===== src/hdl/tfig_pkg.sv =====
`timescale 1ns / 1ps
// ----------------------------------------------------------------------------
// tfig_pkg: shared types and constants for the triangle fan index generator
// Field widths, the shared-adder operand codes and the control/status bundles.
// ----------------------------------------------------------------------------
package tfig_pkg;

  localparam int IDX_W      = 18;   // vertex index / counters
  localparam int VC_W       = 7;    // vertex count field
  localparam int NEED_W     = 8;    // 3*(verts-2), at most 192
  localparam int SUM_W      = IDX_W + 1;
  localparam int IN_DATA_W  = 8;    // vertex_count padded to a byte
  localparam int OUT_DATA_W = 56;   // three corners padded to whole bytes

  localparam logic [IDX_W-1:0] CAPACITY_RESET = IDX_W'(36000 * 6);

  // operand pairs for the shared adder
  typedef enum logic [1:0] {
    OP_CNT_NEED  = 2'd0,  // index_count + needed indices
    OP_BASE_VERT = 2'd1,  // base + vertex count (short polygon)
    OP_BASE_ONE  = 2'd2,  // base + 1, first corner_b
    OP_RUN_ONE   = 2'd3   // running corner + 1
  } op_sel_t;

  typedef struct packed {
    op_sel_t op;
    logic    item_load;
    logic    pend_we;
    logic    base_we;
    logic    count_we;
    logic    run_we;
    logic    tri_load;
    logic    tri_dec;
    logic    out_load;
    logic    out_flush;
  } ctrl_t;

  typedef struct packed {
    logic short_poly;
    logic over;
    logic last_tri;
  } stat_t;

endpackage


===== src/hdl/tfig_dp.sv =====
`timescale 1ns / 1ps
// ----------------------------------------------------------------------------
// tfig_dp: datapath of the triangle fan index generator
// Counters, capacity register and the one adder shared by every addition step.
// ----------------------------------------------------------------------------
module tfig_dp #(
  parameter int MAX_POLY_VERTICES = 66
) (
  input  logic                      clk,
  input  logic                      rst_n,
  input  logic [tfig_pkg::VC_W-1:0] vertex_count,
  input  logic                      new_batch,
  input  logic                      cfg_wr_en,
  input  logic [tfig_pkg::IDX_W-1:0] cfg_wr_data,
  input  tfig_pkg::ctrl_t           ctrl,
  output tfig_pkg::stat_t           stat,
  output logic [tfig_pkg::IDX_W-1:0] corner_a,
  output logic [tfig_pkg::IDX_W-1:0] corner_b,
  output logic [tfig_pkg::IDX_W-1:0] corner_c
);
  import tfig_pkg::*;

  localparam logic [VC_W-1:0] VMAX = VC_W'(MAX_POLY_VERTICES);

  logic [IDX_W-1:0]  cap_r, base_r, count_r, run_r;
  logic [VC_W-1:0]   verts_r, tri_left_r, verts_sat;
  logic [SUM_W-1:0]  pend_r, sum;
  logic [IDX_W-1:0]  op_a, op_b;
  logic [NEED_W+1:0] need_full;
  logic [NEED_W-1:0] need;

  assign verts_sat = (vertex_count > VMAX) ? VMAX : vertex_count;

  // 3*v - 6, only looked at when v >= 3
  assign need_full = ({3'b000, verts_r} << 1) + {3'b000, verts_r} - (NEED_W+2)'(6);
  assign need      = need_full[NEED_W-1:0];

  // shared adder
  always_comb begin
    case (ctrl.op)
      OP_CNT_NEED: begin
        op_a = count_r;
        op_b = IDX_W'(need);
      end
      OP_BASE_VERT: begin
        op_a = base_r;
        op_b = IDX_W'(verts_r);
      end
      OP_BASE_ONE: begin
        op_a = base_r;
        op_b = IDX_W'(1);
      end
      OP_RUN_ONE: begin
        op_a = run_r;
        op_b = IDX_W'(1);
      end
      default: begin
        op_a = count_r;
        op_b = IDX_W'(need);
      end
    endcase
  end

  assign sum = {1'b0, op_a} + {1'b0, op_b};

  always_ff @(posedge clk) begin
    if (!rst_n) begin
      cap_r   <= CAPACITY_RESET;
      base_r  <= '0;
      count_r <= '0;
    end else begin
      if (cfg_wr_en) begin
        cap_r <= cfg_wr_data;
      end
      if (ctrl.item_load && new_batch) begin
        base_r  <= '0;
        count_r <= '0;
      end else begin
        if (ctrl.base_we) begin
          base_r <= sum[IDX_W-1:0];
        end
        // pend never exceeds the capacity once committed
        if (ctrl.count_we) begin
          count_r <= pend_r[IDX_W-1:0];
        end
      end
    end
  end

  always_ff @(posedge clk) begin
    if (ctrl.item_load) begin
      verts_r <= verts_sat;
    end
    if (ctrl.pend_we) begin
      pend_r <= sum;
    end
    if (ctrl.run_we) begin
      run_r <= sum[IDX_W-1:0];
    end
    if (ctrl.tri_load) begin
      tri_left_r <= verts_r - VC_W'(2);
    end else if (ctrl.tri_dec) begin
      tri_left_r <= tri_left_r - VC_W'(1);
    end
  end

  assign stat.short_poly = (verts_r < VC_W'(3));
  assign stat.over       = (pend_r > {1'b0, cap_r});
  assign stat.last_tri   = (tri_left_r == VC_W'(1));

  assign corner_a = base_r;
  assign corner_b = run_r;
  assign corner_c = sum[IDX_W-1:0];

endmodule


===== src/hdl/tfig_ctrl.sv =====
`timescale 1ns / 1ps
// ----------------------------------------------------------------------------
// tfig_ctrl: sequencer of the triangle fan index generator
// Steps one polygon through check, evaluation, fan emission or need-flush, and counter commit.
// ----------------------------------------------------------------------------
module tfig_ctrl (
  input  logic            clk,
  input  logic            rst_n,
  input  logic            in_accept,
  input  logic            slot_free,
  input  tfig_pkg::stat_t stat,
  output logic            in_ready,
  output tfig_pkg::ctrl_t ctrl
);
  import tfig_pkg::*;

  typedef enum logic [5:0] {
    S_IDLE  = 6'b000001,
    S_CHECK = 6'b000010,
    S_EVAL  = 6'b000100,
    S_INIT  = 6'b001000,
    S_TRI   = 6'b010000,
    S_FLUSH = 6'b100000
  } state_t;

  state_t state_r, state_nxt;
  logic   done_r, done_nxt;  // commit step after the last triangle

  always_comb begin
    ctrl      = '0;
    ctrl.op   = OP_CNT_NEED;
    in_ready  = 1'b0;
    state_nxt = state_r;
    done_nxt  = 1'b0;
    if (done_r) begin
      // base <- last corner_c + 1, count <- pending sum
      ctrl.op       = OP_RUN_ONE;
      ctrl.base_we  = 1'b1;
      ctrl.count_we = 1'b1;
    end else begin
      case (state_r)
        S_IDLE: begin
          in_ready = 1'b1;
          if (in_accept) begin
            ctrl.item_load = 1'b1;
            state_nxt      = S_CHECK;
          end
        end
        S_CHECK: begin
          if (stat.short_poly) begin
            ctrl.op      = OP_BASE_VERT;
            ctrl.base_we = 1'b1;
            state_nxt    = S_IDLE;
          end else begin
            ctrl.op      = OP_CNT_NEED;
            ctrl.pend_we = 1'b1;
            state_nxt    = S_EVAL;
          end
        end
        S_EVAL: begin
          state_nxt = stat.over ? S_FLUSH : S_INIT;
        end
        S_INIT: begin
          ctrl.op       = OP_BASE_ONE;
          ctrl.run_we   = 1'b1;
          ctrl.tri_load = 1'b1;
          state_nxt     = S_TRI;
        end
        S_TRI: begin
          ctrl.op = OP_RUN_ONE;
          if (slot_free) begin
            ctrl.out_load = 1'b1;
            ctrl.run_we   = 1'b1;
            ctrl.tri_dec  = 1'b1;
            if (stat.last_tri) begin
              done_nxt  = 1'b1;
              state_nxt = S_IDLE;
            end
          end
        end
        S_FLUSH: begin
          if (slot_free) begin
            ctrl.out_load  = 1'b1;
            ctrl.out_flush = 1'b1;
            state_nxt      = S_IDLE;
          end
        end
        default: begin
          state_nxt = S_IDLE;
        end
      endcase
    end
  end

  always_ff @(posedge clk) begin
    if (!rst_n) begin
      state_r <= S_IDLE;
      done_r  <= 1'b0;
    end else begin
      // commit step sits in IDLE; done_r keeps in_ready low meanwhile
      state_r <= state_nxt;
      done_r  <= done_nxt;
    end
  end

endmodule


===== src/hdl/triangle_fan_index_generator_unit.sv =====
`timescale 1ns / 1ps
// A polygon word is accepted in IDLE and passes CHECK, EVAL and INIT; TRI then loads its
// first triangle word into the output register. A polygon of n >= 3 vertices runs check,
//   evaluate, setup, one triangle per cycle through the shared adder while the output
//   register has room, and commit. Polygons under 3 vertices end after check, and a
//   need-flush polygon after its flush word, which also waits for room in the register.
// Reset (rst_n low, synchronous): base and count clear, capacity returns to 216000.
// ----------------------------------------------------------------------------
// triangle_fan_index_generator_unit: triangle fan to triangle list indices
// Emits one (base, base+i+1, base+i+2) index triple per word for each fan
// triangle of a polygon, or a single need-flush word when the batch is full.
// ----------------------------------------------------------------------------
module triangle_fan_index_generator_unit #(
  parameter int MAX_POLY_VERTICES = 66
) (
  input  logic                             clk,
  input  logic                             rst_n,
  // input words
  input  logic                             in_tvalid,
  output logic                             in_tready,
  input  logic [tfig_pkg::IN_DATA_W-1:0]   in_tdata,   // [6:0] vertex_count, [7] zero
  input  logic                             in_tuser,   // new_batch
  // result words
  output logic                             out_tvalid,
  input  logic                             out_tready,
  output logic [tfig_pkg::OUT_DATA_W-1:0]  out_tdata,  // [17:0] corner_a, [35:18] corner_b,
                                                       // [53:36] corner_c, [55:54] zero
  output logic                             out_tlast,  // last
  output logic                             out_tuser,  // need_flush
  // capacity register
  input  logic                             cfg_wr_en,
  input  logic [tfig_pkg::IDX_W-1:0]       cfg_wr_data
);
  import tfig_pkg::*;

  ctrl_t            ctrl;
  stat_t            stat;
  logic             in_accept;
  logic             slot_free;
  logic [IDX_W-1:0] corner_a, corner_b, corner_c;

  // output register: decouples the sequencer from downstream backpressure
  logic                  out_valid_r;
  logic [OUT_DATA_W-1:0] out_data_r;
  logic                  out_last_r;
  logic                  out_flush_r;

  assign in_accept = in_tvalid && in_tready;
  assign slot_free = !out_valid_r || out_tready;

  // Sequencer, for a fan that fits: IDLE takes a word, then check / evaluate / setup, then
  // one triangle per cycle while the output register has room, then commit.
  tfig_ctrl u_ctrl (
    .clk       (clk),
    .rst_n     (rst_n),
    .in_accept (in_accept),
    .slot_free (slot_free),
    .stat      (stat),
    .in_ready  (in_tready),
    .ctrl      (ctrl)
  );

  // Datapath: counters, capacity and the single shared 19-bit adder.
  tfig_dp #(
    .MAX_POLY_VERTICES (MAX_POLY_VERTICES)
  ) u_dp (
    .clk          (clk),
    .rst_n        (rst_n),
    .vertex_count (in_tdata[VC_W-1:0]),
    .new_batch    (in_tuser),
    .cfg_wr_en    (cfg_wr_en),
    .cfg_wr_data  (cfg_wr_data),
    .ctrl         (ctrl),
    .stat         (stat),
    .corner_a     (corner_a),
    .corner_b     (corner_b),
    .corner_c     (corner_c)
  );

  always_ff @(posedge clk) begin
    if (!rst_n) begin
      out_valid_r <= 1'b0;
    end else if (ctrl.out_load) begin
      out_valid_r <= 1'b1;
    end else if (out_tready) begin
      out_valid_r <= 1'b0;
    end
  end

  always_ff @(posedge clk) begin
    if (ctrl.out_load) begin
      // flush word carries zero corners and closes the polygon
      if (ctrl.out_flush) begin
        out_data_r <= '0;
      end else begin
        out_data_r <= OUT_DATA_W'({corner_c, corner_b, corner_a});
      end
      out_last_r  <= ctrl.out_flush || stat.last_tri;
      out_flush_r <= ctrl.out_flush;
    end
  end

  assign out_tvalid = out_valid_r;
  assign out_tdata  = out_data_r;
  assign out_tlast  = out_last_r;
  assign out_tuser  = out_flush_r;

  // a flush word has zero corners and is the last word of its polygon
  a_flush_word : assert property (@(posedge clk) disable iff (!rst_n)
    out_tvalid && out_tuser |-> (out_tdata == '0) && out_tlast)
    else $error("flush word malformed");

  // every triangle word has corner_c one above corner_b
  a_tri_adjacent : assert property (@(posedge clk) disable iff (!rst_n)
    out_tvalid && !out_tuser |->
      out_tdata[3*IDX_W-1:2*IDX_W] == out_tdata[2*IDX_W-1:IDX_W] + IDX_W'(1))
    else $error("corner_c not adjacent to corner_b");

  // the sequencer only loads a word when the output register has room
  a_no_overwrite : assert property (@(posedge clk) disable iff (!rst_n)
    ctrl.out_load |-> slot_free)
    else $error("output word overwritten");

endmodule


===== config.mk =====
export PLATFORM = sky130hd
export DESIGN_NAME = triangle_fan_index_generator_unit
export DESIGN_NICKNAME = d
export VERILOG_FILES = /design/src/hdl/tfig_pkg.sv /design/src/hdl/tfig_dp.sv /design/src/hdl/tfig_ctrl.sv /design/src/hdl/triangle_fan_index_generator_unit.sv
export SDC_FILE = /design/constraint.sdc
export NUM_CORES = 1
export LEC_CHECK = 0
export BUFFER_PORTS_ARGS = -buffer_cell sky130_fd_sc_hd__buf_2
export CAP_MARGIN = 25
export CORE_MARGIN = 8
export CORE_UTILIZATION = 53
export DETAILED_ROUTE_END_ITERATION = 8
export GPL_TIMING_DRIVEN = 0
export PLACE_DENSITY = 0.76
export SYNTH_ARGS = -nofsm -noshare
export SYNTH_HDL_FRONTEND = slang
export SYNTH_SLANG_ARGS = --single-unit

===== constraint.sdc =====
create_clock -name clk -period 4.7 [get_ports clk]
set_input_delay 0.47 -clock clk [delete_from_list [all_inputs] [get_ports clk]]
set_output_delay 0.47 -clock clk [all_outputs]
set_load 0.005 [all_outputs]

* Yosys cells after proc, flatten, opt, wreduce, memory -nomap -nowiden
Cells that the tools add are included.
Operators by class: add/subtract/negate cells 5, reductions and logical operators 13, equality and inequality tests 14, mux-type cells 35, bitwise operators 4, $lt $le $gt $ge 3
Operator list (number):
- one-hot mux 18 bit (3 select lines) | 2
- one-hot mux 6 bit (6 select lines) | 1
- 2-to-1 mux 6 bit | 5
- adder 18 x 18 -> 19 bit | 1
- > comparator 19 x 18 -> 1 bit | 1
- 2-to-1 mux 1 bit | 16
- 2-to-1 mux 7 bit | 2
- adder 8 x 7 -> 8 bit | 1
- 2-to-1 mux 2 bit | 4
- != test 2 bit, second input constant | 4
- subtractor 8 x 3 -> 8 bit, second input constant | 1
- equality test 7 x 1 -> 1 bit, second input constant | 1
- > comparator 7 bit, second input constant | 1
- less-than comparator 7 x 2 -> 1 bit, second input constant | 1
- subtractor 7 x 1 -> 7 bit, second input constant | 1
- subtractor 7 x 2 -> 7 bit, second input constant | 1
- equality test 6 x 1 -> 1 bit, second input constant | 1
- equality test 6 x 2 -> 1 bit, second input constant | 1
- equality test 6 x 3 -> 1 bit, second input constant | 1
- equality test 6 x 4 -> 1 bit, second input constant | 1
- equality test 6 x 5 -> 1 bit, second input constant | 1
- equality test 6 bit, second input constant | 1
- one-hot mux 2 bit (3 select lines) | 1
- OR reduction 2 bit | 3
- other kinds (13) | 21
Storage, ports and cells: bits of input ports 32, register bits after elaboration 171, output and inout port bits 60, word-level logic and storage cells 88

* Longest topological paths before layout
word-level depth 9, gate-level depth with buffers 23, depth with buffers taken out 19

* Modules after synthesis
Synthesis repeated with hierarchy kept, for this count alone.
Second synthesis, totals: cells, all modules 767, area total of the unflattened synthesis 8450.6 um^2
By module, submodules not included:
- tfig_dp | sequential area each 2612.5 um^2, area an instance 5753.0 um^2, cells an instance 573, times used 1
- triangle_fan_index_generator_unit | sequential area each 1701.6 um^2, area an instance 2127.0 um^2, cells an instance 125, times used 1
- tfig_ctrl | sequential area each 140.1 um^2, area an instance 570.5 um^2, cells an instance 69, times used 1

* Least setup slack after synthesis
No wires, ideal clock.
path kind register to register, start point register u_dp.verts_r[1], end point register u_dp.run_r[16], in the netlist u_dp.corner_b[16] (data pin), setup slack 195 ps, arrival 4239 ps, clock period less this slack 4505 ps, setup time 266 ps, cell stages (with the launch flop) 23, required time 4434 ps, buffers on the path 5, cells stage by stage edfxtp_1 > ha_1 > a21o_1 > a21oi_1 > a21o_1 > buf_4 > or2_2 > inv_1 > ha_1 > buf_6 > buf_4 > clkbuf_1 > clkbuf_1 > nand2_1 > o21ai_0 > ha_1 > fa_1 > a211oi_1 > o211ai_1 > nand2_1 > nor4b_4 > xnor2_1 > inv_1
Between the ends: longest elaborated chain between the ends 8, elaborated cells on any way between the ends 15, those cells by class add/sub: 3; order compare: 1; eq/ne: 3; mux: 5; reduce/logical: 3
RTL lines:
- start, declared | RTL line tfig_dp.sv:26 | logic [VC_W-1:0] verts_r, tri_left_r, verts_sat;
- start signal, assigned | RTL line tfig_dp.sv:92 | verts_r <= verts_sat;
- less-than comparator 7 x 2 -> 1 bit | RTL line tfig_dp.sv:107 | assign stat.short_poly = (verts_r < VC_W'(3));
- 2-to-1 mux 1 bit | RTL line tfig_ctrl.sv:50 | if (stat.short_poly) begin
- one-hot mux 2 bit (3 select lines) | RTL line tfig_ctrl.sv:41 | case (state_r)
- 2-to-1 mux 2 bit | RTL line tfig_ctrl.sv:35 | if (done_r) begin
- equality test 2 x 1 -> 1 bit / equality test 2 bit (equally long branches) | RTL line tfig_dp.sv:40 | case (ctrl.op)
- OR reduction 2 bit (no line)
- one-hot mux 18 bit (3 select lines) | RTL line tfig_dp.sv:40
- adder 18 x 18 -> 19 bit (*) | RTL line tfig_dp.sv:64 | assign sum = {1'b0, op_a} + {1'b0, op_b};
- net corner_c[16] | RTL line triangle_fan_index_generator_unit.sv:40 | logic [IDX_W-1:0] corner_a, corner_b, corner_c;
- end signal, assigned | RTL line tfig_dp.sv:98 | run_r <= sum[IDX_W-1:0];
- end, declared | RTL line tfig_dp.sv:25 | logic [IDX_W-1:0] cap_r, base_r, count_r, run_r;
The timed path passes the listed nets; every way through them passes the cells marked *. The select of a mux whose other input is x is not followed. A chain may end at the register's enable or synchronous reset.

* Worst setup path in the final report
start point register u_dp.verts_r[3], end point register u_dp.base_r[16], in the netlist u_dp.corner_a[16]
Between the ends: longest elaborated chain between the ends 8, elaborated cells on any way between the ends 18, those cells by class add/sub: 3; order compare: 1; eq/ne: 3; mux: 8; reduce/logical: 3
RTL lines:
- less-than comparator 7 x 2 -> 1 bit | RTL line tfig_dp.sv:107
- 2-to-1 mux 1 bit | RTL line tfig_ctrl.sv:50
- one-hot mux 2 bit (3 select lines) | RTL line tfig_ctrl.sv:41
- 2-to-1 mux 2 bit | RTL line tfig_ctrl.sv:35
- equality test 2 x 1 -> 1 bit / equality test 2 bit (equally long branches) | RTL line tfig_dp.sv:40
- OR reduction 2 bit (no line)
- one-hot mux 18 bit (3 select lines) | RTL line tfig_dp.sv:40
- adder 18 x 18 -> 19 bit | RTL line tfig_dp.sv:64
- end signal, assigned | RTL line tfig_dp.sv:80 | base_r <= sum[IDX_W-1:0];
- end, declared | RTL line tfig_dp.sv:25
Parallel ways exist; a longest one is shown, timed or not. The select of a mux whose other input is x is not followed.

==> impl_results.md <==
- Status: finished clean
- Filler cells: around 1200
- Die Wd: 141 um
- Highest Clock Rate: 0.223 GHz
- Required @ worst endpoint: 5.06 ns
- CP startpoint: u_dp.verts_r[3]$_SDFFCE_PN0P_
- PortBufs: 86
- Site row count: 45
- Dpl hpwl: 13400 um
- Setup crit end kind: flop
- Most used DFF post-synth: edfxtp_1
- Largest cells by area after synthesis: edfxtp_1 (39%), dfxtp_1 (15%), ha_1 (7.3%)
- Setup slack, reg-to-reg: 0.21 ns
- Worst Path Buf+Inv: 7
- Clk Latency, worst-skew pair: roughly 0.44 ns
- Final nets: 956
- Clock transition at path regs: 0.07 ns
- Crit path max-delay family: buffers and inverters
- Type of the most critical hold path: input pin to flop
- Max Cap Viol: 0
- CTS Hold Bufs: 0
- FF-to-FF End: u_dp.corner_a[16]$_SDFFE_PP0P_
- Fin. max-slew vios: 0
- R2R Path Start: u_dp.verts_r[3]$_SDFFCE_PN0P_
- Post-synth top area cell: edfxtp_1
- GRT Total Usage: a little under a fifth
- Top-count cell post-synth: edfxtp_1
- Grt ovf: 0
- Slack of the critical path: 0.209 ns
- Critical path, cell by cell: inv_1 -> ha_2 -> a21oi_2 -> a21o_1 -> buf_6 -> or2_2 -> inv_2 -> ha_4 -> buf_8 -> clkbuf_8 -> buf_4 -> nand2_1 -> o21ai_0 -> ha_2 -> fa_2 -> a211oi_2 -> o211ai_1 -> nand2_2 -> nor4b_4 -> xnor2_2 -> buf_4 -> a211oi_2
- Initial cell density of the core: 54.3%
- CTS buffer count: 17
- First DRT Iteration DRCs: 359
- Worst rel slew slack: 32.2%
- Via density: 5.32
- Synth unique cells: 57
- Seq. cell area: 4450 um2
- Die area: ~20000 um2
- Slowest cell on the critical path: edfxtp_1
- Ys async rst share: 0%
- Arr. time, crit path: a little under 5 ns
- Max stage delay on crit path: about 0.43 ns
- Area of the multi-input gates: 3570 um2
- Sequential area share after synthesis: 53.8%
- Largest net degree at the start of global routing: 34
- Die H: 141 um
- Clk sinks: 169
- Worst-case reg-to-reg path depth: 22
- Yosys warnings: 0
- CTS tree: done
- PD cells: 366 nW/um2
- Type of origin of the critical path: flop
- Post-synth top area share: 38.8%
- Global-route wire length before repair: 29200 um
- GP Congestion: 0.901
- CP max FO: 19
- TritonRoute pass-1 iters: 4
- I/O Pins: roughly 90
- CP endpoint: u_dp.corner_a[16]$_SDFFE_PP0P_
- Area Overhead vs Synth: 18.7%
- Final hold vios: 0
- Static Leak: 3.90 nW
- Pre-CTS WS: -0.831 ns
- Setup Skew: ~0.014 ns
- Routed len/inst: approximately 17 um
- VDD IR max: around 0.00027 V
- Worst-case clock buffer depth: 2
- Post-synth top cells: edfxtp_1 (107), nor2_1 (77), nor2b_1 (68), dfxtp_1 (62), inv_1 (58)
- Syn Inst Count: 758
- Final Critical Period: 4.49 ns
- Avg Cell Area, Syn: around 11 um2
- Share of cells above drive strength 1: a little over a fifth
- Core box area: 15300 um2
- Initial antenna violation count: 0
- CP Depth: 22
- Number of global-route vias before repair: 5668
- Cell area after synthesis: roughly 8300 um2
- Hold Slack: 0.243 ns
- Clock root cell: clkbuf_16
- Number of inserted diodes: 0
- Antenna-violating nets left: 0
- H-tree levels: 4
- Vias: 5839
- Period Utilization, post-route: between 90% and 100%
- Crit path kind: flop to flop
- #FFs+latches synth: 169
- Residual DRC: 0
- Total Wirelength: about 18000 um
- Least-Margin Pin Slew: 1.01 ns
- Endpoints failing setup: 0
- Number of flops mapped to enable cells by yosys: 107
==> report_power, final <==
group	leakage, nW	internal [mW]	switching (mW)
Sequential	1.48	1.64	0.0253
Clock	0.280	0.708	0.646
Combinational	2.14	0.234	0.346
==> sequential cells by signal, indices dropped and copies added, names as in the netlist <==
signal	cells
u_dp.pend_r	19
u_dp.cap_r	18
u_dp.verts_r	7
out_tvalid	1
out_tuser	1
u_dp.corner_a	18
out_tlast	1
u_dp.tri_left_r	7
u_ctrl.done_r	1
u_dp.count_r	18
u_dp.corner_b	18
u_ctrl.state_r	6
out_tdata	54
==> through the flow <==
stage | power, mW | instance area [um2] | setup TNS [ns] | cells | util (%)
floorplan | 2.08 | 8290 | 0 | 759 | -
global placement | 2.21 | 8980 | -64.34 | 1056 | 58.9
detailed placement | 2.23 | 9040 | -31.46 | 1059 | 59.3
CTS | 3.59 | 9750 | 0 | 1095 | 63.9
global route | 3.74 | 9830 | -0.0425 | 1098 | 64.4
finish | 3.59 | 9830 | 0 | 1098 | 64.4
==> final cells by class <==
| cell class | count | area share, % |
|---|---|---|
| buffer | 32 | 1.82 |
| clock buffer | 18 | 4.37 |
| clock inverter | 14 | 1.46 |
| inverter | 58 | 2.22 |
| multi-input combinational | 495 | 36.4 |
| sequential | 169 | 45.3 |
| tap | 211 | 2.69 |
| timing repair buffer | 101 | 5.77 |
==> per-layer routing <==
metal	vias up	GRT usage, %	share of wire [%]
met3	28	5.17	6.8
met2	181	29.1	45
met1	2753	24.6	46
met5	-	0	0
met4	0	7.47	1.8
li1	2877	-	-
==> worst register-to-register path, stage by stage, from the launching register on <==
cell	delay, ns
edfxtp_1	0.43
inv_1	0.15
ha_2	0.21
a21oi_2	0.07
a21o_1	0.24
buf_6	0.18
or2_2	0.33
inv_2	0.10
ha_4	0.17
buf_8	0.16
clkbuf_8	0.18
buf_4	0.17
nand2_1	0.07
o21ai_0	0.08
ha_2	0.23
fa_2	0.24
a211oi_2	0.09
o211ai_1	0.31
nand2_2	0.19
nor4b_4	0.33
xnor2_2	0.15
buf_4	0.16
a211oi_2	0.17
==> worst min-delay path by stage <==
stage | startpoint | endpoint | slack (ns) | depth (start not counted)
finish | cfg_wr_data[8] | u_dp.cap_r[8]$_SDFFE_PN1P_ | 0.24 | 3
global route | cfg_wr_data[8] | u_dp.cap_r[8]$_SDFFE_PN1P_ | 0.26 | 3
CTS | cfg_wr_data[8] | u_dp.cap_r[8]$_SDFFE_PN1P_ | 0.24 | 3
detailed placement | u_dp.cap_r[14]$_SDFFE_PN1P_ | u_dp.cap_r[14]$_SDFFE_PN1P_ | 0.48 | 2
global placement | u_dp.corner_a[7]$_SDFFE_PP0P_ | u_dp.corner_a[7]$_SDFFE_PP0P_ | 0.47 | 2
floorplan | u_dp.corner_a[7]$_SDFFE_PP0P_ | u_dp.corner_a[7]$_SDFFE_PP0P_ | 0.44 | 2
==> layout by cell type, fill, tap and decap left out, types with 27 or more instances in the layout <==
cell type  Yosys  layout
ha_1          48      43
buf_2          9      94
nor2_1        77      75
mux2i_1       40      40
edfxtp_1     107     107
nand2_1       54      53
a21oi_1       30      27
nor2b_1       68      68
inv_1         58      54
dfxtp_1       62      62
==> cell families after synthesis <==
logic type      count (synthesis)  synth area share, %
simple gates                  250                 15.7
flops                         169                 53.8
compound gates                123                 9.85
buf+inv                        95                 4.80
fa+ha+maj                      50                 7.74
mux                            41                 4.97
xor+xnor                       29                 3.07
other cells                     1               0.0453
==> repair_timing <==
action / CTS / global route
hold endpoints to repair: 0 / 0
resized for setup: 22 / 16
pin swaps: 5 / 8
setup endpoints to repair: 61 / 46
buffers inserted: 7 / 5
cloned: 0 / 0
(Power assumes the default switching activity.)
